==> config.mk <==
export PLATFORM = sky130hd
export DESIGN_NAME = rv32i_instruction_decoder_core_flat
export DESIGN_NICKNAME = d
export VERILOG_FILES = /design/src/design/rvdec_pkg.sv /design/src/design/rvdec_if.sv /design/src/design/rv32i_instruction_decoder_core.sv /design/src/design/rvdec_decode.sv /design/src/flat_wrapper.sv
export SDC_FILE = /design/constraint.sdc
export NUM_CORES = 1
export LEC_CHECK = 0
export ABC_AREA = 1
export ABC_CLOCK_PERIOD_IN_PS = 13600
export BUFFER_PORTS_ARGS = -buffer_cell sky130_fd_sc_hd__buf_2
export CAP_MARGIN = 20
export CELL_PAD_IN_SITES_DETAIL_PLACEMENT = 1
export CELL_PAD_IN_SITES_GLOBAL_PLACEMENT = 1
export CORE_UTILIZATION = 45
export CTS_BUF_LIST = sky130_fd_sc_hd__clkbuf_4 sky130_fd_sc_hd__clkbuf_8 sky130_fd_sc_hd__clkbuf_16
export DETAILED_ROUTE_END_ITERATION = 16
export GPL_TIMING_DRIVEN = 0
export HOLD_SLACK_MARGIN = 0.1
export PLACE_DENSITY = 0.95
export SLEW_MARGIN = 20
export SYNTH_ARGS = -nofsm -noshare
export SYNTH_HDL_FRONTEND = slang
export SYNTH_SLANG_ARGS = --single-unit
==> constraint.sdc <==
create_clock -name clock -period 13.6 [get_ports clock]
set_input_delay 0 -clock clock [delete_from_list [all_inputs] [get_ports clock]]
set_output_delay 0 -clock clock [all_outputs]
set_load 0.05 [all_outputs]
==> src/design/rvdec_pkg.sv <==
`default_nettype none

package rvdec_pkg;

   // Word that stops the core
   localparam logic [31:0] HALT_WORD = 32'h0ff00513;

   // Major opcodes, bits 6:0
   localparam logic [6:0] OPC_OP     = 7'b0110011;
   localparam logic [6:0] OPC_OP_IMM = 7'b0010011;
   localparam logic [6:0] OPC_LOAD   = 7'b0000011;
   localparam logic [6:0] OPC_STORE  = 7'b0100011;
   localparam logic [6:0] OPC_BRANCH = 7'b1100011;
   localparam logic [6:0] OPC_JAL    = 7'b1101111;
   localparam logic [6:0] OPC_JALR   = 7'b1100111;
   localparam logic [6:0] OPC_AUIPC  = 7'b0010111;
   localparam logic [6:0] OPC_LUI    = 7'b0110111;

   // funct7 value that selects the alternate forms
   localparam logic [6:0] FUNCT7_ALT = 7'h20;

   // Dense operation codes
   localparam int unsigned OP_W = 6;
   localparam logic [OP_W-1:0] OP_HALT    = 6'd0;
   localparam logic [OP_W-1:0] OP_ADD     = 6'd1;
   localparam logic [OP_W-1:0] OP_SUB     = 6'd2;
   localparam logic [OP_W-1:0] OP_AND     = 6'd3;
   localparam logic [OP_W-1:0] OP_OR      = 6'd4;
   localparam logic [OP_W-1:0] OP_XOR     = 6'd5;
   localparam logic [OP_W-1:0] OP_SLL     = 6'd6;
   localparam logic [OP_W-1:0] OP_SRL     = 6'd7;
   localparam logic [OP_W-1:0] OP_SRA     = 6'd8;
   localparam logic [OP_W-1:0] OP_SLT     = 6'd9;
   localparam logic [OP_W-1:0] OP_SLTU    = 6'd10;
   localparam logic [OP_W-1:0] OP_ADDI    = 6'd11;
   localparam logic [OP_W-1:0] OP_ANDI    = 6'd12;
   localparam logic [OP_W-1:0] OP_ORI     = 6'd13;
   localparam logic [OP_W-1:0] OP_XORI    = 6'd14;
   localparam logic [OP_W-1:0] OP_SLLI    = 6'd15;
   localparam logic [OP_W-1:0] OP_SRLI    = 6'd16;
   localparam logic [OP_W-1:0] OP_SRAI    = 6'd17;
   localparam logic [OP_W-1:0] OP_LB      = 6'd18;
   localparam logic [OP_W-1:0] OP_LBU     = 6'd19;
   localparam logic [OP_W-1:0] OP_LH      = 6'd20;
   localparam logic [OP_W-1:0] OP_LHU     = 6'd21;
   localparam logic [OP_W-1:0] OP_LW      = 6'd22;
   localparam logic [OP_W-1:0] OP_SB      = 6'd23;
   localparam logic [OP_W-1:0] OP_SH      = 6'd24;
   localparam logic [OP_W-1:0] OP_SW      = 6'd25;
   localparam logic [OP_W-1:0] OP_BEQ     = 6'd26;
   localparam logic [OP_W-1:0] OP_BGE     = 6'd27;
   localparam logic [OP_W-1:0] OP_BGEU    = 6'd28;
   localparam logic [OP_W-1:0] OP_BLT     = 6'd29;
   localparam logic [OP_W-1:0] OP_BLTU    = 6'd30;
   localparam logic [OP_W-1:0] OP_BNE     = 6'd31;
   localparam logic [OP_W-1:0] OP_JAL     = 6'd32;
   localparam logic [OP_W-1:0] OP_JALR    = 6'd33;
   localparam logic [OP_W-1:0] OP_AUIPC   = 6'd34;
   localparam logic [OP_W-1:0] OP_LUI     = 6'd35;
   localparam logic [OP_W-1:0] OP_UNKNOWN = 6'd36;

   // Decoded fields handed from the decoder to the result register
   typedef struct packed {
      logic [OP_W-1:0]    op_code;
      logic [4:0]         dest_reg;
      logic [4:0]         src_reg_a;
      logic [4:0]         src_reg_b;
      logic signed [31:0] immediate;
   } dec_result_type;

endpackage

`default_nettype wire

==> src/design/rvdec_if.sv <==
`default_nettype none

// Instruction beat into the decoder
interface rvdec_req_if;
   logic        valid;
   logic        ready;
   logic [31:0] instr_word;
   logic [31:0] fetch_pc;

   modport source (output valid, output instr_word, output fetch_pc, input ready);
   modport sink   (input valid, input instr_word, input fetch_pc, output ready);
endinterface

// Decoded beat out of the decoder
interface rvdec_rsp_if;
   logic                          valid;
   logic                          ready;
   logic [rvdec_pkg::OP_W-1:0]    op_code;
   logic [4:0]                    dest_reg;
   logic [4:0]                    src_reg_a;
   logic [4:0]                    src_reg_b;
   logic signed [31:0]            immediate;
   logic [31:0]                   pc_out;

   modport source (output valid, output op_code, output dest_reg, output src_reg_a,
                   output src_reg_b, output immediate, output pc_out, input ready);
   modport sink   (input valid, input op_code, input dest_reg, input src_reg_a,
                   input src_reg_b, input immediate, input pc_out, output ready);
endinterface

`default_nettype wire

==> src/design/rv32i_instruction_decoder_core.sv <==
`default_nettype none

// Channel   Dir  Handshake      Payload
// req_bus   in   valid/ready    instr_word[31:0], fetch_pc[31:0]
// rsp_bus   out  valid/ready    op_code[5:0], dest_reg, src_reg_a, src_reg_b[4:0],
//                               immediate[31:0] signed, pc_out[31:0]
//
// A req beat reaches rsp_bus through one input register, the decode logic
// and one result register. One beat per cycle is sustained unless rsp_bus stalls.
// Each register stage refills in the cycle it drains, so a stalled rsp_bus
// holds up req_bus only once both stages are full.
// reset (synchronous, active high) empties both stages.

module rv32i_instruction_decoder_core (
   input  wire logic      clock,
   input  wire logic      reset,
   rvdec_req_if.sink      req_bus,
   rvdec_rsp_if.source    rsp_bus
);

   logic                      in_valid_ff;
   logic                      in_valid_in;
   logic [31:0]               in_word_ff;
   logic [31:0]               in_pc_ff;
   logic                      in_ready;
   logic                      out_valid_ff;
   logic                      out_valid_in;
   logic                      out_ready;
   rvdec_pkg::dec_result_type out_result_ff;
   logic [31:0]               out_pc_ff;
   rvdec_pkg::dec_result_type dec_result;

   // Each stage takes a beat when empty or draining
   assign out_ready = !out_valid_ff || rsp_bus.ready;
   assign in_ready  = !in_valid_ff || out_ready;

   assign in_valid_in  = req_bus.valid || (in_valid_ff && !out_ready);
   assign out_valid_in = in_valid_ff || (out_valid_ff && !rsp_bus.ready);

   // Input register
   always_ff @(posedge clock) begin
      if (reset) begin
         in_valid_ff <= 1'b0;
      end else if (in_ready) begin
         in_valid_ff <= in_valid_in;
      end
   end

   always_ff @(posedge clock) begin
      if (in_ready && req_bus.valid) begin
         in_word_ff <= req_bus.instr_word;
         in_pc_ff   <= req_bus.fetch_pc;
      end
   end

   rvdec_decode u_decode (
      .instr_word (in_word_ff),
      .result     (dec_result)
   );

   // Result register
   always_ff @(posedge clock) begin
      if (reset) begin
         out_valid_ff <= 1'b0;
      end else if (out_ready) begin
         out_valid_ff <= out_valid_in;
      end
   end

   always_ff @(posedge clock) begin
      if (out_ready && in_valid_ff) begin
         out_result_ff <= dec_result;
         out_pc_ff     <= in_pc_ff;
      end
   end

   assign req_bus.ready     = in_ready;
   assign rsp_bus.valid     = out_valid_ff;
   assign rsp_bus.op_code   = out_result_ff.op_code;
   assign rsp_bus.dest_reg  = out_result_ff.dest_reg;
   assign rsp_bus.src_reg_a = out_result_ff.src_reg_a;
   assign rsp_bus.src_reg_b = out_result_ff.src_reg_b;
   assign rsp_bus.immediate = out_result_ff.immediate;
   assign rsp_bus.pc_out    = out_pc_ff;

   // A halt beat carries no register or immediate
   assert property (@(posedge clock) disable iff (reset)
      out_valid_ff && (out_result_ff.op_code == rvdec_pkg::OP_HALT) |->
         (out_result_ff.dest_reg == '0) && (out_result_ff.src_reg_a == '0) &&
         (out_result_ff.src_reg_b == '0) && (out_result_ff.immediate == '0))
      else $error("halt beat with non-zero fields");

   // Stores and branches never name a destination
   assert property (@(posedge clock) disable iff (reset)
      out_valid_ff && (out_result_ff.op_code >= rvdec_pkg::OP_SB) &&
         (out_result_ff.op_code <= rvdec_pkg::OP_BNE) |->
         (out_result_ff.dest_reg == '0))
      else $error("store or branch with a destination register");

   // Shift-immediates carry only a five-bit amount
   assert property (@(posedge clock) disable iff (reset)
      out_valid_ff && ((out_result_ff.op_code == rvdec_pkg::OP_SLLI) ||
         (out_result_ff.op_code == rvdec_pkg::OP_SRLI) ||
         (out_result_ff.op_code == rvdec_pkg::OP_SRAI)) |->
         (out_result_ff.immediate[31:5] == '0))
      else $error("shift amount wider than five bits");

   // A held input beat moves into the result register when it drains
   assert property (@(posedge clock) disable iff (reset)
      in_valid_ff && out_ready |=> out_valid_ff)
      else $error("decoded beat lost between stages");

endmodule

`default_nettype wire

==> src/design/rvdec_decode.sv <==
`default_nettype none

module rvdec_decode (
   input  wire logic [31:0]              instr_word,
   output rvdec_pkg::dec_result_type     result
);

   logic [6:0]  opc;
   logic [2:0]  f3;
   logic        alt;
   logic [4:0]  rd;
   logic [4:0]  rs1;
   logic [4:0]  rs2;
   logic [31:0] imm_i;
   logic [31:0] imm_s;
   logic [31:0] imm_b;
   logic [31:0] imm_j;
   logic [31:0] imm_u;

   // Slice fields and build every immediate format
   assign opc   = instr_word[6:0];
   assign f3    = instr_word[14:12];
   assign alt   = (instr_word[31:25] == rvdec_pkg::FUNCT7_ALT);
   assign rd    = instr_word[11:7];
   assign rs1   = instr_word[19:15];
   assign rs2   = instr_word[24:20];
   assign imm_i = {{20{instr_word[31]}}, instr_word[31:20]};
   assign imm_s = {{20{instr_word[31]}}, instr_word[31:25], instr_word[11:7]};
   assign imm_b = {{19{instr_word[31]}}, instr_word[31], instr_word[7],
                   instr_word[30:25], instr_word[11:8], 1'b0};
   assign imm_j = {{11{instr_word[31]}}, instr_word[31], instr_word[19:12],
                   instr_word[20], instr_word[30:21], 1'b0};
   assign imm_u = {instr_word[31:12], 12'b0};

   // Pick the operation, the immediate and the destination by opcode, funct3 and funct7
   always_comb begin
      logic halt;
      halt             = 1'b0;
      result.op_code   = rvdec_pkg::OP_HALT;
      result.dest_reg  = rd;
      result.src_reg_a = rs1;
      result.src_reg_b = rs2;
      result.immediate = '0;

      unique case (opc)
         rvdec_pkg::OPC_OP: begin
            unique case (f3)
               3'd0:    result.op_code = alt ? rvdec_pkg::OP_SUB : rvdec_pkg::OP_ADD;
               3'd1:    result.op_code = rvdec_pkg::OP_SLL;
               3'd2:    result.op_code = rvdec_pkg::OP_SLT;
               3'd3:    result.op_code = rvdec_pkg::OP_SLTU;
               3'd4:    result.op_code = rvdec_pkg::OP_XOR;
               3'd5:    result.op_code = alt ? rvdec_pkg::OP_SRA : rvdec_pkg::OP_SRL;
               3'd6:    result.op_code = rvdec_pkg::OP_OR;
               default: result.op_code = rvdec_pkg::OP_AND;
            endcase
         end
         rvdec_pkg::OPC_OP_IMM: begin
            result.immediate = imm_i;
            unique case (f3)
               3'd0:    result.op_code = rvdec_pkg::OP_ADDI;
               3'd1: begin
                  result.op_code   = rvdec_pkg::OP_SLLI;
                  result.immediate = {27'b0, rs2};
               end
               3'd4:    result.op_code = rvdec_pkg::OP_XORI;
               3'd5: begin
                  result.op_code   = alt ? rvdec_pkg::OP_SRAI : rvdec_pkg::OP_SRLI;
                  result.immediate = {27'b0, rs2};
               end
               3'd6:    result.op_code = rvdec_pkg::OP_ORI;
               3'd7:    result.op_code = rvdec_pkg::OP_ANDI;
               default: result.op_code = rvdec_pkg::OP_UNKNOWN;
            endcase
         end
         rvdec_pkg::OPC_LOAD: begin
            result.immediate = imm_i;
            unique case (f3)
               3'd0:    result.op_code = rvdec_pkg::OP_LB;
               3'd1:    result.op_code = rvdec_pkg::OP_LH;
               3'd2:    result.op_code = rvdec_pkg::OP_LW;
               3'd4:    result.op_code = rvdec_pkg::OP_LBU;
               3'd5:    result.op_code = rvdec_pkg::OP_LHU;
               default: result.op_code = rvdec_pkg::OP_UNKNOWN;
            endcase
         end
         rvdec_pkg::OPC_STORE: begin
            result.immediate = imm_s;
            result.dest_reg  = '0;
            unique case (f3)
               3'd0:    result.op_code = rvdec_pkg::OP_SB;
               3'd1:    result.op_code = rvdec_pkg::OP_SH;
               3'd2:    result.op_code = rvdec_pkg::OP_SW;
               default: begin
                  result.op_code  = rvdec_pkg::OP_UNKNOWN;
                  result.dest_reg = rd;
               end
            endcase
         end
         rvdec_pkg::OPC_BRANCH: begin
            result.immediate = imm_b;
            result.dest_reg  = '0;
            unique case (f3)
               3'd0:    result.op_code = rvdec_pkg::OP_BEQ;
               3'd1:    result.op_code = rvdec_pkg::OP_BNE;
               3'd4:    result.op_code = rvdec_pkg::OP_BLT;
               3'd5:    result.op_code = rvdec_pkg::OP_BGE;
               3'd6:    result.op_code = rvdec_pkg::OP_BLTU;
               3'd7:    result.op_code = rvdec_pkg::OP_BGEU;
               default: begin
                  result.op_code  = rvdec_pkg::OP_UNKNOWN;
                  result.dest_reg = rd;
               end
            endcase
         end
         rvdec_pkg::OPC_JAL: begin
            result.op_code   = rvdec_pkg::OP_JAL;
            result.immediate = imm_j;
         end
         rvdec_pkg::OPC_JALR: begin
            result.op_code   = rvdec_pkg::OP_JALR;
            result.immediate = imm_i;
         end
         rvdec_pkg::OPC_AUIPC: begin
            result.op_code   = rvdec_pkg::OP_AUIPC;
            result.immediate = imm_u;
         end
         rvdec_pkg::OPC_LUI: begin
            result.op_code   = rvdec_pkg::OP_LUI;
            result.immediate = imm_u;
         end
         default: halt = 1'b1;
      endcase

      // Halt word and unknown opcodes clear every field
      if (halt || (instr_word == rvdec_pkg::HALT_WORD)) begin
         result.op_code   = rvdec_pkg::OP_HALT;
         result.dest_reg  = '0;
         result.src_reg_a = '0;
         result.src_reg_b = '0;
         result.immediate = '0;
      end
   end

endmodule

`default_nettype wire
==> src/flat_wrapper.sv <==
// flat-port wrapper written by rule: the top's interface ports become plain ports
module rv32i_instruction_decoder_core_flat 
  (clock, reset, req_bus_valid, req_bus_instr_word, req_bus_fetch_pc, req_bus_ready, rsp_bus_valid, rsp_bus_op_code, rsp_bus_dest_reg, rsp_bus_src_reg_a, rsp_bus_src_reg_b, rsp_bus_immediate, rsp_bus_pc_out, rsp_bus_ready);
  rvdec_req_if req_bus_i ();
  rvdec_rsp_if rsp_bus_i ();
  input  wire logic clock;
  input  wire logic reset;
  input wire logic [$bits(req_bus_i.valid)-1:0] req_bus_valid;
  input wire logic [$bits(req_bus_i.instr_word)-1:0] req_bus_instr_word;
  input wire logic [$bits(req_bus_i.fetch_pc)-1:0] req_bus_fetch_pc;
  output wire logic [$bits(req_bus_i.ready)-1:0] req_bus_ready;
  output wire logic [$bits(rsp_bus_i.valid)-1:0] rsp_bus_valid;
  output wire logic [$bits(rsp_bus_i.op_code)-1:0] rsp_bus_op_code;
  output wire logic [$bits(rsp_bus_i.dest_reg)-1:0] rsp_bus_dest_reg;
  output wire logic [$bits(rsp_bus_i.src_reg_a)-1:0] rsp_bus_src_reg_a;
  output wire logic [$bits(rsp_bus_i.src_reg_b)-1:0] rsp_bus_src_reg_b;
  output wire logic [$bits(rsp_bus_i.immediate)-1:0] rsp_bus_immediate;
  output wire logic [$bits(rsp_bus_i.pc_out)-1:0] rsp_bus_pc_out;
  input wire logic [$bits(rsp_bus_i.ready)-1:0] rsp_bus_ready;
  assign req_bus_i.valid = req_bus_valid;
  assign req_bus_i.instr_word = req_bus_instr_word;
  assign req_bus_i.fetch_pc = req_bus_fetch_pc;
  assign req_bus_ready = req_bus_i.ready;
  assign rsp_bus_valid = rsp_bus_i.valid;
  assign rsp_bus_op_code = rsp_bus_i.op_code;
  assign rsp_bus_dest_reg = rsp_bus_i.dest_reg;
  assign rsp_bus_src_reg_a = rsp_bus_i.src_reg_a;
  assign rsp_bus_src_reg_b = rsp_bus_i.src_reg_b;
  assign rsp_bus_immediate = rsp_bus_i.immediate;
  assign rsp_bus_pc_out = rsp_bus_i.pc_out;
  assign rsp_bus_i.ready = rsp_bus_ready;
  rv32i_instruction_decoder_core u_core (.clock(clock), .reset(reset), .req_bus(req_bus_i), .rsp_bus(rsp_bus_i));
endmodule
==> results.json, run 1 <==
{
  "outcome": "finished clean",
  "synthTopCellsByArea": "edfxtp_1, nand2_1, nor2_1",
  "cts_buffers": 17,
  "hp-class": "primary input to flip-flop",
  "hp-start": "req_bus_instr_word[13]",
  "nets": 732,
  "worst-setup-path-type": "flip-flop to flip-flop",
  "clock-sinks": 151,
  "rsz0062_at_grt": "no",
  "ff2ff_setup_slack_ns": 11.54,
  "root_buffer": "clkbuf_16",
  "dr.pass1.iters": 5,
  "netlist_instances": 419,
  "dpl_worst_slack_ns": 11.66,
  "yosys_warnings": 0,
  "async_flop_share_pct": 0,
  "grt_pass1_wl_mm": 29.5,
  "grt_pass1_vias": 4889,
  "dpl.hpwl_mm": 11.3,
  "ir_drop_mv": 0.124,
  "netlist_area_mm2": 0.00577,
  "cp_num_buf_inv": 2,
  "cp_max_fo": 10,
  "vias": 4469,
  "antenna_found_initial": 1,
  "arrival_ns": 2.30,
  "cts_resized": 0,
  "power_density_mw_per_mm2": 143,
  "power_leakage_nw": 3.47,
  "grt_max_degree": 55,
  "place.gp.congestion": 0.830,
  "syn_to_final_growth_pct": 41.6,
  "maxCapViolations": 0,
  "io_buffers": 154,
  "wire_per_inst_um": 23.9,
  "setup_viol": 0,
  "cpMostUsedCell": "nand2_4",
  "finalMaxSlewViolations": 0,
  "grt_use_total_pct": 32.2,
  "final_util_pct": 66.6,
  "cpPeakStageDelay_ns": 0.41,
  "rr_endpoint": "u_core.rsp_bus.immediate[1]",
  "cts_tree": "built",
  "reg2reg_depth": 9,
  "die_area_mm2": 0.0133,
  "hold_viol_final": 0,
  "clkTransAtPathRegs_ns": 0.07,
  "fp.dieH_um": 115,
  "crit_chain": "inv_2 > nor3_2 > nand3_2 > nand2_4 > nor2_2 > nand2_2 > nand2_4 > buf_6 > nor2_1",
  "ios": 155,
  "routed_wl_mm": 20.2,
  "dp.cells": 745,
  "hold-path-endpoint": "u_core.in_word_ff[13]",
  "synth_cell_type_count": 27,
  "holdBufCountCts": 68,
  "drtIter0Drc": 344,
  "worst_path_max_delay_cell": "edfxtp_1",
  "tns_ns": 0,
  "period_minus_slack_ns": 2.06,
  "cp_top_family": "simple AND/OR/NAND/NOR gates",
  "finClkSkew_ns": 0.0137,
  "drive_above_1_share_pct": 32.2,
  "holdPathStages": 2,
  "worstReg2RegStart": "u_core.in_word_ff[2]",
  "drc_errors": 0,
  "synth_edf_count": 149,
  "placementRows": 40,
  "ant_nets": 0,
  "grt_overflow": 0,
  "yosysSeqAreaShare_pct": 78.2,
  "worstMarginPinSlew_ns": 0.711,
  "timing.fmax_mhz": 485,
  "synth_area_per_cell_um2": 13.8,
  "core_area_mm2": 0.0123,
  "die_w_um": 115,
  "finalCritPeriodShare_pct": 15.2,
  "total_power_w": 0.00117,
  "synth_top_area_share_pct": 77.6,
  "relSlewSlack_pct": 52.5,
  "clk_latency_ns": 0.44,
  "synth_flop_cell": "edfxtp_1",
  "postCtsSetupBuffers": 0,
  "ys_ff_latch": 151,
  "initial_core_util_pct": 47.1,
  "cts_buffer_depth": 2,
  "cp-end-kind": "flip-flop",
  "avgViaCountPerCell": 5.28,
  "critPathRequiredTime_ns": 13.83,
  "crit_path_start_kind": "flip-flop",
  "layout_setup_ws_ns": 11.54,
  "htree_levels": 4,
  "instances_no_fill": 846,
  "synth.largest_area_cell": "edfxtp_1",
  "synth_nets": 487
}
[cells in the final DEF (no fill, tap or decap), drive strengths merged]
master       count
o211ai          13
diode            1
inv             52
clkinv           2
edfxtp         149
bufinv           3
nand4           10
nand3b           1
buf            166
clkbuf          18
nor3            10
and2             1
a21oi           17
nand3           18
o22ai            1
a22oi            1
dlygate4sd3     68
nand2           82
o21ai            8
nor2            52
dfxtp            2
clkinvlp         3
[Yosys cell counts (4+ instances only)]
| cell | count |
|---|---|
| inv_2 | 4 |
| nand2_1 | 76 |
| nor2_1 | 48 |
| nand3_1 | 17 |
| nor3_1 | 8 |
| a21oi_1 | 17 |
| inv_1 | 41 |
| nand2_2 | 4 |
| edfxtp_1 | 149 |
| o211ai_1 | 13 |
| buf_6 | 4 |
| nand4_1 | 10 |
| o21ai_0 | 7 |
[power by group]
group	internal (W)	total [W]	switching, W
registers	0.000536	0.000548	0.0000120
clock network	0.000293	0.000510	0.000217
logic	0.0000354	0.000109	0.0000736
total	0.000864	0.00117	0.000303
[kinds of logic (layout without fill, tap and decap cells)]
kind of cell           after synthesis  in the layout  share of synthesized area [%]
and+or+nand+nor                    174            174                           13.4
AOI/OAI and AO/OA                   40             40                           4.16
buffers and inverters               54            312                           4.16
DFF                                151            151                           78.2
other                                0              1                              0
[routing by layer]
metal | up-vias | track usage, % | wire length [um]
met3 | 49 | 9.65 | 1370
met4 | 0 | 15.8 | 821
li1 | 1975 | - | -
met1 | 2213 | 34.0 | 7160
met5 | - | 0 | 0
met2 | 232 | 58.4 | 10800
[final cells by class]
cell class,instances,area [um2]
Inverter,45,171
Fill cell,1227,4090
Tap cell,168,210
Timing Repair Buffer,226,1560
Clock inverter,15,186
Sequential cell,151,4510
Buffer,9,71.3
Antenna cell,1,2.50
Multi-Input combinational cell,214,1030
Clock buffer,17,425
[worst max-delay path by stage]
stage                                      from                           to  slack, ns  depth (start not counted)
after floorplan            u_core.rsp_bus.valid   u_core.rsp_bus.dest_reg[0]       8.34                          1
after global placement       u_core.in_valid_ff    u_core.rsp_bus.pc_out[30]       7.01                          2
after detailed placement   u_core.in_word_ff[0]  u_core.rsp_bus.immediate[6]      11.66                         10
after CTS                 u_core.in_word_ff[12]  u_core.rsp_bus.immediate[4]      11.63                         10
after global routing      u_core.in_word_ff[12]  u_core.rsp_bus.immediate[1]      11.49                         10
final                      u_core.in_word_ff[2]  u_core.rsp_bus.immediate[1]      11.54                          9
[worst reg2reg max path, stage by stage (launching register included)]
cell,delay (ns)
edfxtp_1,0.41
inv_2,0.08
nor3_2,0.22
nand3_2,0.24
nand2_4,0.20
nor2_2,0.08
nand2_2,0.09
nand2_4,0.10
buf_6,0.17
nor2_1,0.28
[stage by stage]
stage	hold slack (ns)	instance area, um2
detailed placement	0.179	6870
global route	0.269	8170
global placement	0.170	6750
finish	0.274	8170
floorplan	0.0691	5770
CTS	0.263	8170
No activity file was read; power rests on OpenSTA's default activity.
==> inputs of run 2 (changes only) <==
--- a/config.mk
+++ b/config.mk
@@ -5,18 +5,18 @@
 export SDC_FILE = /design/constraint.sdc
 export NUM_CORES = 1
 export LEC_CHECK = 0
-export ABC_AREA = 1
-export ABC_CLOCK_PERIOD_IN_PS = 13600
+export ABC_AREA = 0
+export ABC_CLOCK_PERIOD_IN_PS = 2000
 export BUFFER_PORTS_ARGS = -buffer_cell sky130_fd_sc_hd__buf_2
 export CAP_MARGIN = 20
 export CELL_PAD_IN_SITES_DETAIL_PLACEMENT = 1
 export CELL_PAD_IN_SITES_GLOBAL_PLACEMENT = 1
-export CORE_UTILIZATION = 45
+export CORE_UTILIZATION = 43
 export CTS_BUF_LIST = sky130_fd_sc_hd__clkbuf_4 sky130_fd_sc_hd__clkbuf_8 sky130_fd_sc_hd__clkbuf_16
 export DETAILED_ROUTE_END_ITERATION = 16
 export GPL_TIMING_DRIVEN = 0
 export HOLD_SLACK_MARGIN = 0.1
-export PLACE_DENSITY = 0.95
+export PLACE_DENSITY = 0.9
 export SLEW_MARGIN = 20
 export SYNTH_ARGS = -nofsm -noshare
 export SYNTH_HDL_FRONTEND = slang
==> constraint.sdc (replaced) <==
create_clock -name clock -period 2 [get_ports clock]
set_input_delay 0 -clock clock [delete_from_list [all_inputs] [get_ports clock]]
set_output_delay 0 -clock clock [all_outputs]
set_load 0.05 [all_outputs]
==> run 2 against run 1 <==
Against the previous run:
- the run now ends with setup timing left
- fmax fell by 8.1%
- worst hold slack got worse by 0.029 ns
- setup slack got worse by 12 ns
- area after synthesis rose by 0.28%
- core utilization fell by 0.81 points
- register-to-register slack got worse by 12 ns
- via count rose by 0.81%
- die area rose by 4.9%
- highest routed layer unchanged
- critical endpoint is now u_core.rsp_bus.immediate[3]
==> results.json, run 2 <==
{
  "ant_nets": 0,
  "power_density_mw_per_mm2": 930,
  "internal_power_w": 0.00595,
  "finalMaxSlewViolations": 0,
  "layout_setup_ws_ns": -0.245,
  "drtIter0Drc": 239,
  "cp-end-kind": "flip-flop",
  "ios": 155,
  "total_power_w": 0.00807,
  "tns_ns": -5.60,
  "synth_common_cells": "edfxtp_1, nor2_1, a21o_1, a21oi_1",
  "layout_commonest_cell": "buf_2",
  "p_switching_w": 0.00212,
  "arrival_ns": 2.42,
  "critPathRequiredTime_ns": 2.17,
  "netlist_area_mm2": 0.00579,
  "p_comb_share_pct": 11.8,
  "cp_max_fo": 5,
  "dr.pass1.iters": 5,
  "initial_core_util_pct": 43.9,
  "antenna_found_initial": 0,
  "worst-setup-path-type": "flip-flop to flip-flop",
  "period_minus_slack_ns": 2.24,
  "finalCritPeriodShare_pct": 112,
  "netlist_instances": 359,
  "synthTopCellsByArea": "edfxtp_1, a21o_1, nor2_1",
  "clock-sinks": 151,
  "ir_drop_mv": 0.675,
  "clkTransAtPathRegs_ns": 0.07,
  "finClkSkew_ns": 0.0128,
  "nets": 702,
  "routed_wl_mm": 21.0,
  "setup_viol": 39,
  "syn_to_final_growth_pct": 50.0,
  "drive_above_1_share_pct": 44.8,
  "synth_area_per_cell_um2": 16.1,
  "cts_buffers": 17,
  "synth_top_area_share_pct": 77.3,
  "hold_viol_final": 0,
  "yosysMostFrequentCell": "edfxtp_1",
  "crit_path_start_kind": "flip-flop",
  "synth_cell_type_count": 47,
  "dpl_worst_slack_ns": -0.581,
  "hp-class": "primary input to flip-flop",
  "drc_errors": 0,
  "violations": "setup timing",
  "power_leakage_nw": 3.46,
  "final_cell_mix": "buf_2, edfxtp_1, dlygate4sd3_1",
  "grt_pass1_wl_mm": 29.8,
  "maxCapViolations": 0,
  "htree_levels": 4,
  "rsz0062_at_grt": "yes",
  "grt_overflow": 0,
  "cts_buffer_depth": 2,
  "core_area_mm2": 0.0132,
  "power_frac_clock_pct": 41.5,
  "swShare_pct": 26.2,
  "place.gp.congestion": 0.797,
  "clk_latency_ns": 0.43,
  "synth_nets": 427,
  "die_area_mm2": 0.0139,
  "root_buffer": "clkbuf_16",
  "dpl.hpwl_mm": 10.8,
  "wire_per_inst_um": 25.6,
  "vias": 4505,
  "yosysSeqAreaShare_pct": 78.0,
  "worstMarginPinSlew_ns": 0.916,
  "relSlewSlack_pct": 38.9,
  "synth_flop_cell": "edfxtp_1",
  "io_buffers": 154,
  "synth.largest_area_cell": "edfxtp_1",
  "synth_edf_count": 149,
  "diodes": 0,
  "async_flop_share_pct": 0,
  "die_w_um": 118,
  "fp.dieH_um": 118,
  "yosys_warnings": 0,
  "final_util_pct": 65.8,
  "grt_pass1_vias": 4790,
  "grt_use_total_pct": 29.7,
  "timing.fmax_mhz": 445,
  "outcome": "complete, but fails checks",
  "cts_tree": "built",
  "grt_max_degree": 65,
  "avgViaCountPerCell": 5.47,
  "placementRows": 42,
  "seq_power_share_pct": 46.6,
  "ys_ff_latch": 151
}
[run 2: changes by cell type after synthesis, sizes merged, moves of 7 or more]
cell / before / now
a21o: 0 / 21
and2: 1 / 17
clkbuf: 1 / 9
inv: 45 / 4
nand2: 82 / 13
nand3: 18 / 4
nor2: 52 / 30
nor2b: 0 / 7
o211ai: 13 / 0
[run 2: area by class of cell]
type / instances / area [um2]
clock inverters: 15 / 170
inverters: 4 / 15.0
fillers: 1247 / 4510
repair buffers: 256 / 1770
multi-input cells: 190 / 1470
well taps: 176 / 220
plain buffers: 14 / 91.3
clock buffers: 17 / 425
flip-flops and latches: 151 / 4520
[run 2: worst paths after layout]
check                                endpoint  cells past startpoint  slack (ns)             startpoint
hold reg to reg     u_core.rsp_bus.pc_out[24]                      0        0.42    u_core.in_pc_ff[24]
setup reg to reg  u_core.rsp_bus.immediate[3]                      7       -0.24  u_core.in_word_ff[11]
hold / removal      u_core.rsp_bus.pc_out[26]                      4        0.24          rsp_bus_ready
setup / recovery  u_core.rsp_bus.immediate[3]                      7       -0.24  u_core.in_word_ff[11]
[run 2: critical path: stages, from the launching register on]
cell and delay, ns:
edfxtp_1 0.43, or3b_4 0.41, nor4_4 0.36, buf_4 0.17
nand4_1 0.14, a21oi_4 0.23, buf_6 0.18, nor2_2 0.06
[run 2: cell families (layout without fill, tap and decap cells)]
family / after synthesis / after routing / share of synthesized area [%]
DFF: 151 / 151 / 78.0
and+or+nand+nor: 111 / 111 / 11.1
AOI/OAI and AO/OA: 76 / 77 / 8.93
buffers and inverters: 19 / 306 / 1.58
muxes: 2 / 2 / 0.346
[run 2: power by group through the flow]
stage / clock, W / sequential (W) / combinational [W]
2_1_floorplan: 0 / 0.00409 / 0.000175
3_3_place_gp: 0 / 0.00380 / 0.000687
3_5_place_dp: 0 / 0.00381 / 0.000725
4_1_cts: 0.00330 / 0.00375 / 0.000869
5_1_grt: 0.00344 / 0.00378 / 0.000991
6_report: 0.00335 / 0.00377 / 0.000956
[run 2: what timing repair did]
item	CTS	global route
setup endpoints to repair	48	80
resized for setup	42	46
setup buffers	9	21
hold buffers	68	0
hold endpoints to repair	66	0
cloned	1	1
pin swaps	9	14
[run 2: routing by layer]
| layer | GRT usage, % | part of all wire (%) | vias to the layer above |
|---|---|---|---|
| met5 | 0 | 0 | - |
| met4 | 14.5 | 3.5 | 0 |
| met3 | 6.73 | 6.8 | 52 |
| met2 | 53.2 | 53 | 247 |
| met1 | 33.2 | 36 | 2251 |
| li1 | - | - | 1955 |
[run 2: stage by stage]
stage                     hold WS [ns]  area (um2)  cells
after CTS                        0.213        8370    801
after detailed placement         0.174        6870    692
final                            0.245        8680    823
after global routing             0.261        8680    823
after floorplan                 0.0627        5810    359
after global placement           0.165        6800    689
==> inputs of run 3 (changes only) <==
--- a/config.mk
+++ b/config.mk
@@ -6,18 +6,20 @@
 export NUM_CORES = 1
 export LEC_CHECK = 0
 export ABC_AREA = 0
-export ABC_CLOCK_PERIOD_IN_PS = 2000
+export ABC_CLOCK_PERIOD_IN_PS = 2700
 export BUFFER_PORTS_ARGS = -buffer_cell sky130_fd_sc_hd__buf_2
 export CAP_MARGIN = 20
 export CELL_PAD_IN_SITES_DETAIL_PLACEMENT = 1
 export CELL_PAD_IN_SITES_GLOBAL_PLACEMENT = 1
-export CORE_UTILIZATION = 43
+export CORE_MARGIN = 4
+export CORE_UTILIZATION = 46
 export CTS_BUF_LIST = sky130_fd_sc_hd__clkbuf_4 sky130_fd_sc_hd__clkbuf_8 sky130_fd_sc_hd__clkbuf_16
 export DETAILED_ROUTE_END_ITERATION = 16
 export GPL_TIMING_DRIVEN = 0
 export HOLD_SLACK_MARGIN = 0.1
-export PLACE_DENSITY = 0.9
+export PLACE_DENSITY = 0.94
 export SLEW_MARGIN = 20
 export SYNTH_ARGS = -nofsm -noshare
 export SYNTH_HDL_FRONTEND = slang
+export SYNTH_HIERARCHICAL = 1
 export SYNTH_SLANG_ARGS = --single-unit
==> constraint.sdc (replaced) <==
create_clock -name clock -period 2.7 [get_ports clock]
set_input_delay 0 -clock clock [delete_from_list [all_inputs] [get_ports clock]]
set_output_delay 0 -clock clock [all_outputs]
set_load 0.05 [all_outputs]
==> run 3 against run 2 <==
Against the previous run:
- final cell count decreased by 4.9%
- via count is 3.6% higher
- area after synthesis is 0.87% higher
- final area is 6.8% lower
- routed wire length is 9.0% higher
- register-to-register slack gained 0.45 ns
- first-iteration DRC count rose to 2.6 times the previous value
- the run now ends clean
- critical path depth is 1 lower
- combinational power decreased by 30%
- fmax down 10%
- sequential share of layout area rose by 3.7 points
- sequential power down 25%
==> results.json, run 3 <==
{
  "grt_use_total_pct": 32.8,
  "outcome": "finished clean",
  "clock-sinks": 151,
  "synthTopCellsByArea": "edfxtp_1, a21o_1, and2_1",
  "grt_max_degree": 65,
  "wire_per_inst_um": 29.3,
  "synth_nets": 429,
  "clkTransAtPathRegs_ns": 0.07,
  "nets": 670,
  "rr_endpoint": "u_core/rsp_bus.op_code[2]",
  "instances_no_fill": 783,
  "grt_overflow": 0,
  "antenna_found_initial": 1,
  "power_density_mw_per_mm2": 726,
  "yosys_warnings": 6,
  "die_w_um": 121,
  "cp_max_fo": 10,
  "worstMarginPinSlew_ns": 0.955,
  "synth_edf_count": 149,
  "relSlewSlack_pct": 35.4,
  "critPathRequiredTime_ns": 2.86,
  "synth_cell_type_count": 63,
  "die_area_mm2": 0.0146,
  "cts_resized": 0,
  "clk_latency_ns": 0.44,
  "grt_pass1_wl_mm": 34.1,
  "grt_pass1_vias": 4970,
  "dpl.hpwl_mm": 11.6,
  "reg2reg_depth": 6,
  "yosysMostFrequentCell": "edfxtp_1",
  "async_flop_share_pct": 0,
  "ir_drop_mv": 0.482,
  "synth.largest_area_cell": "edfxtp_1",
  "rsz0062_at_grt": "no",
  "setup_viol": 0,
  "timing.fmax_mhz": 400,
  "ff2ff_setup_slack_ns": 0.20,
  "cts_tree": "built",
  "final_cell_mix": "buf_2, edfxtp_1, dlygate4sd3_1",
  "place.gp.congestion": 0.906,
  "maxCapViolations": 0,
  "holdBufCountCts": 67,
  "crit_start": "u_core/in_word_ff[6]",
  "vias": 4665,
  "drtIter0Drc": 615,
  "core_area_mm2": 0.0122,
  "netlist_area_mm2": 0.00584,
  "cts_buffer_depth": 2,
  "postCtsSetupBuffers": 0,
  "drc_errors": 0,
  "yosysSeqAreaShare_pct": 77.4,
  "htree_levels": 4,
  "finClkSkew_ns": 0.0201,
  "initial_core_util_pct": 47.8,
  "power_leakage_nw": 3.25,
  "total_power_w": 0.00588,
  "hp-class": "primary input to flip-flop",
  "ios": 155,
  "crit_path_start_kind": "flip-flop",
  "synth_flop_cell": "edfxtp_1",
  "ys_ff_latch": 151,
  "layout_setup_ws_ns": 0.202,
  "diodes": 0,
  "finalMaxSlewViolations": 0,
  "routed_wl_mm": 22.9,
  "dp.cells": 684,
  "period_minus_slack_ns": 2.50,
  "io_buffers": 154,
  "syn_to_final_growth_pct": 38.7,
  "dr.pass1.iters": 5,
  "netlist_instances": 361,
  "finalCritPeriodShare_pct": 92.5,
  "drive_above_1_share_pct": 34.1,
  "worstReg2RegStart": "u_core/in_word_ff[6]",
  "synth_area_per_cell_um2": 16.2,
  "worst-setup-path-type": "flip-flop to flip-flop",
  "cts_buffers": 17,
  "synth_top_area_share_pct": 76.7,
  "tns_ns": 0,
  "ant_nets": 0,
  "synth_common_cells": "edfxtp_1, nor2_1, a21o_1, nand2_1, and2_1",
  "arrival_ns": 2.66,
  "layout_commonest_cell": "buf_2",
  "placementRows": 40,
  "cp-endpoint": "u_core/rsp_bus.op_code[2]",
  "fp.dieH_um": 121,
  "dpl_worst_slack_ns": 0.464,
  "avgViaCountPerCell": 5.96,
  "root_buffer": "clkbuf_16",
  "cp-end-kind": "flip-flop",
  "hold_viol_final": 0
}
run 3: cell types whose count changed after synthesis, moves of 4 or more:
| cell | change |
|---|---|
| and3b_2 | -5 |
| and3_1 | +7 |
| nand4_1 | -5 |
| and2_4 | -4 |
| nor2_1 | -6 |
| and2_1 | +5 |
| nand2_1 | +6 |
| a21oi_1 | -4 |
run 3: routing by layer:
layer	track usage (%)	vias to the layer above	wire length, um
li1	-	1879	-
met3	9.82	83	2340
met4	12.5	2	857
met2	54.4	383	11400
met5	0	-	7
met1	40.9	2318	8350
run 3: worst min-delay path by stage:
stage,startpoint,end,slack [ns],cells past startpoint
2_1_floorplan,reset,u_core/in_valid_ff,0.06,1
3_3_place_gp,reset,u_core/in_valid_ff,0.17,2
3_5_place_dp,req_bus_fetch_pc[9],u_core/in_pc_ff[9],0.18,1
4_1_cts,req_bus_fetch_pc[7],u_core/in_pc_ff[7],0.27,2
5_1_grt,req_bus_fetch_pc[2],u_core/in_pc_ff[2],0.29,2
6_report,req_bus_fetch_pc[7],u_core/in_pc_ff[7],0.29,2
run 3: logic make-up (layout without fill, tap and decap cells):
family | count (synthesis) | in the layout | synth area share (%)
buf+inv | 24 | 278 | 2.21
compound gates | 71 | 71 | 8.64
simple gates | 113 | 113 | 11.5
xor+xnor | 2 | 2 | 0.300
flops | 151 | 151 | 77.4
run 3: critical path: stages (launching register included):
cell and delay, ns:
edfxtp_1 0.44, buf_2 0.28, buf_2 0.30, nor2_1 0.15, a31oi_1 0.38, o21ai_0 0.20, o31ai_1 0.48
run 3: cell type report:
class / instances / area, um2
well taps: 168 / 210
clock inverters: 15 / 151
repair buffers: 222 / 1470
multi-input cells: 186 / 1190
fillers: 1189 / 4120
clock buffers: 17 / 425
plain buffers: 20 / 114
inverters: 4 / 15.0
flip-flops and latches: 151 / 4510
run 3: per-stage QoR:
step | hold slack, ns | util (%) | cell area (um2)
finish | 0.286 | 66.3 | 8090
CTS | 0.267 | 66.3 | 8090
global route | 0.287 | 66.3 | 8090
detailed placement | 0.178 | 56.1 | 6850
global placement | 0.173 | 55.8 | 6820
floorplan | 0.0624 | - | 5840
run 3: where the power goes:
group          total [W]  switching [W]  leakage [nW]  internal [W]
clock            0.00241        0.00104         0.278       0.00137
combinational   0.000666       0.000470          1.56      0.000195
sequential       0.00281      0.0000840          1.41       0.00272
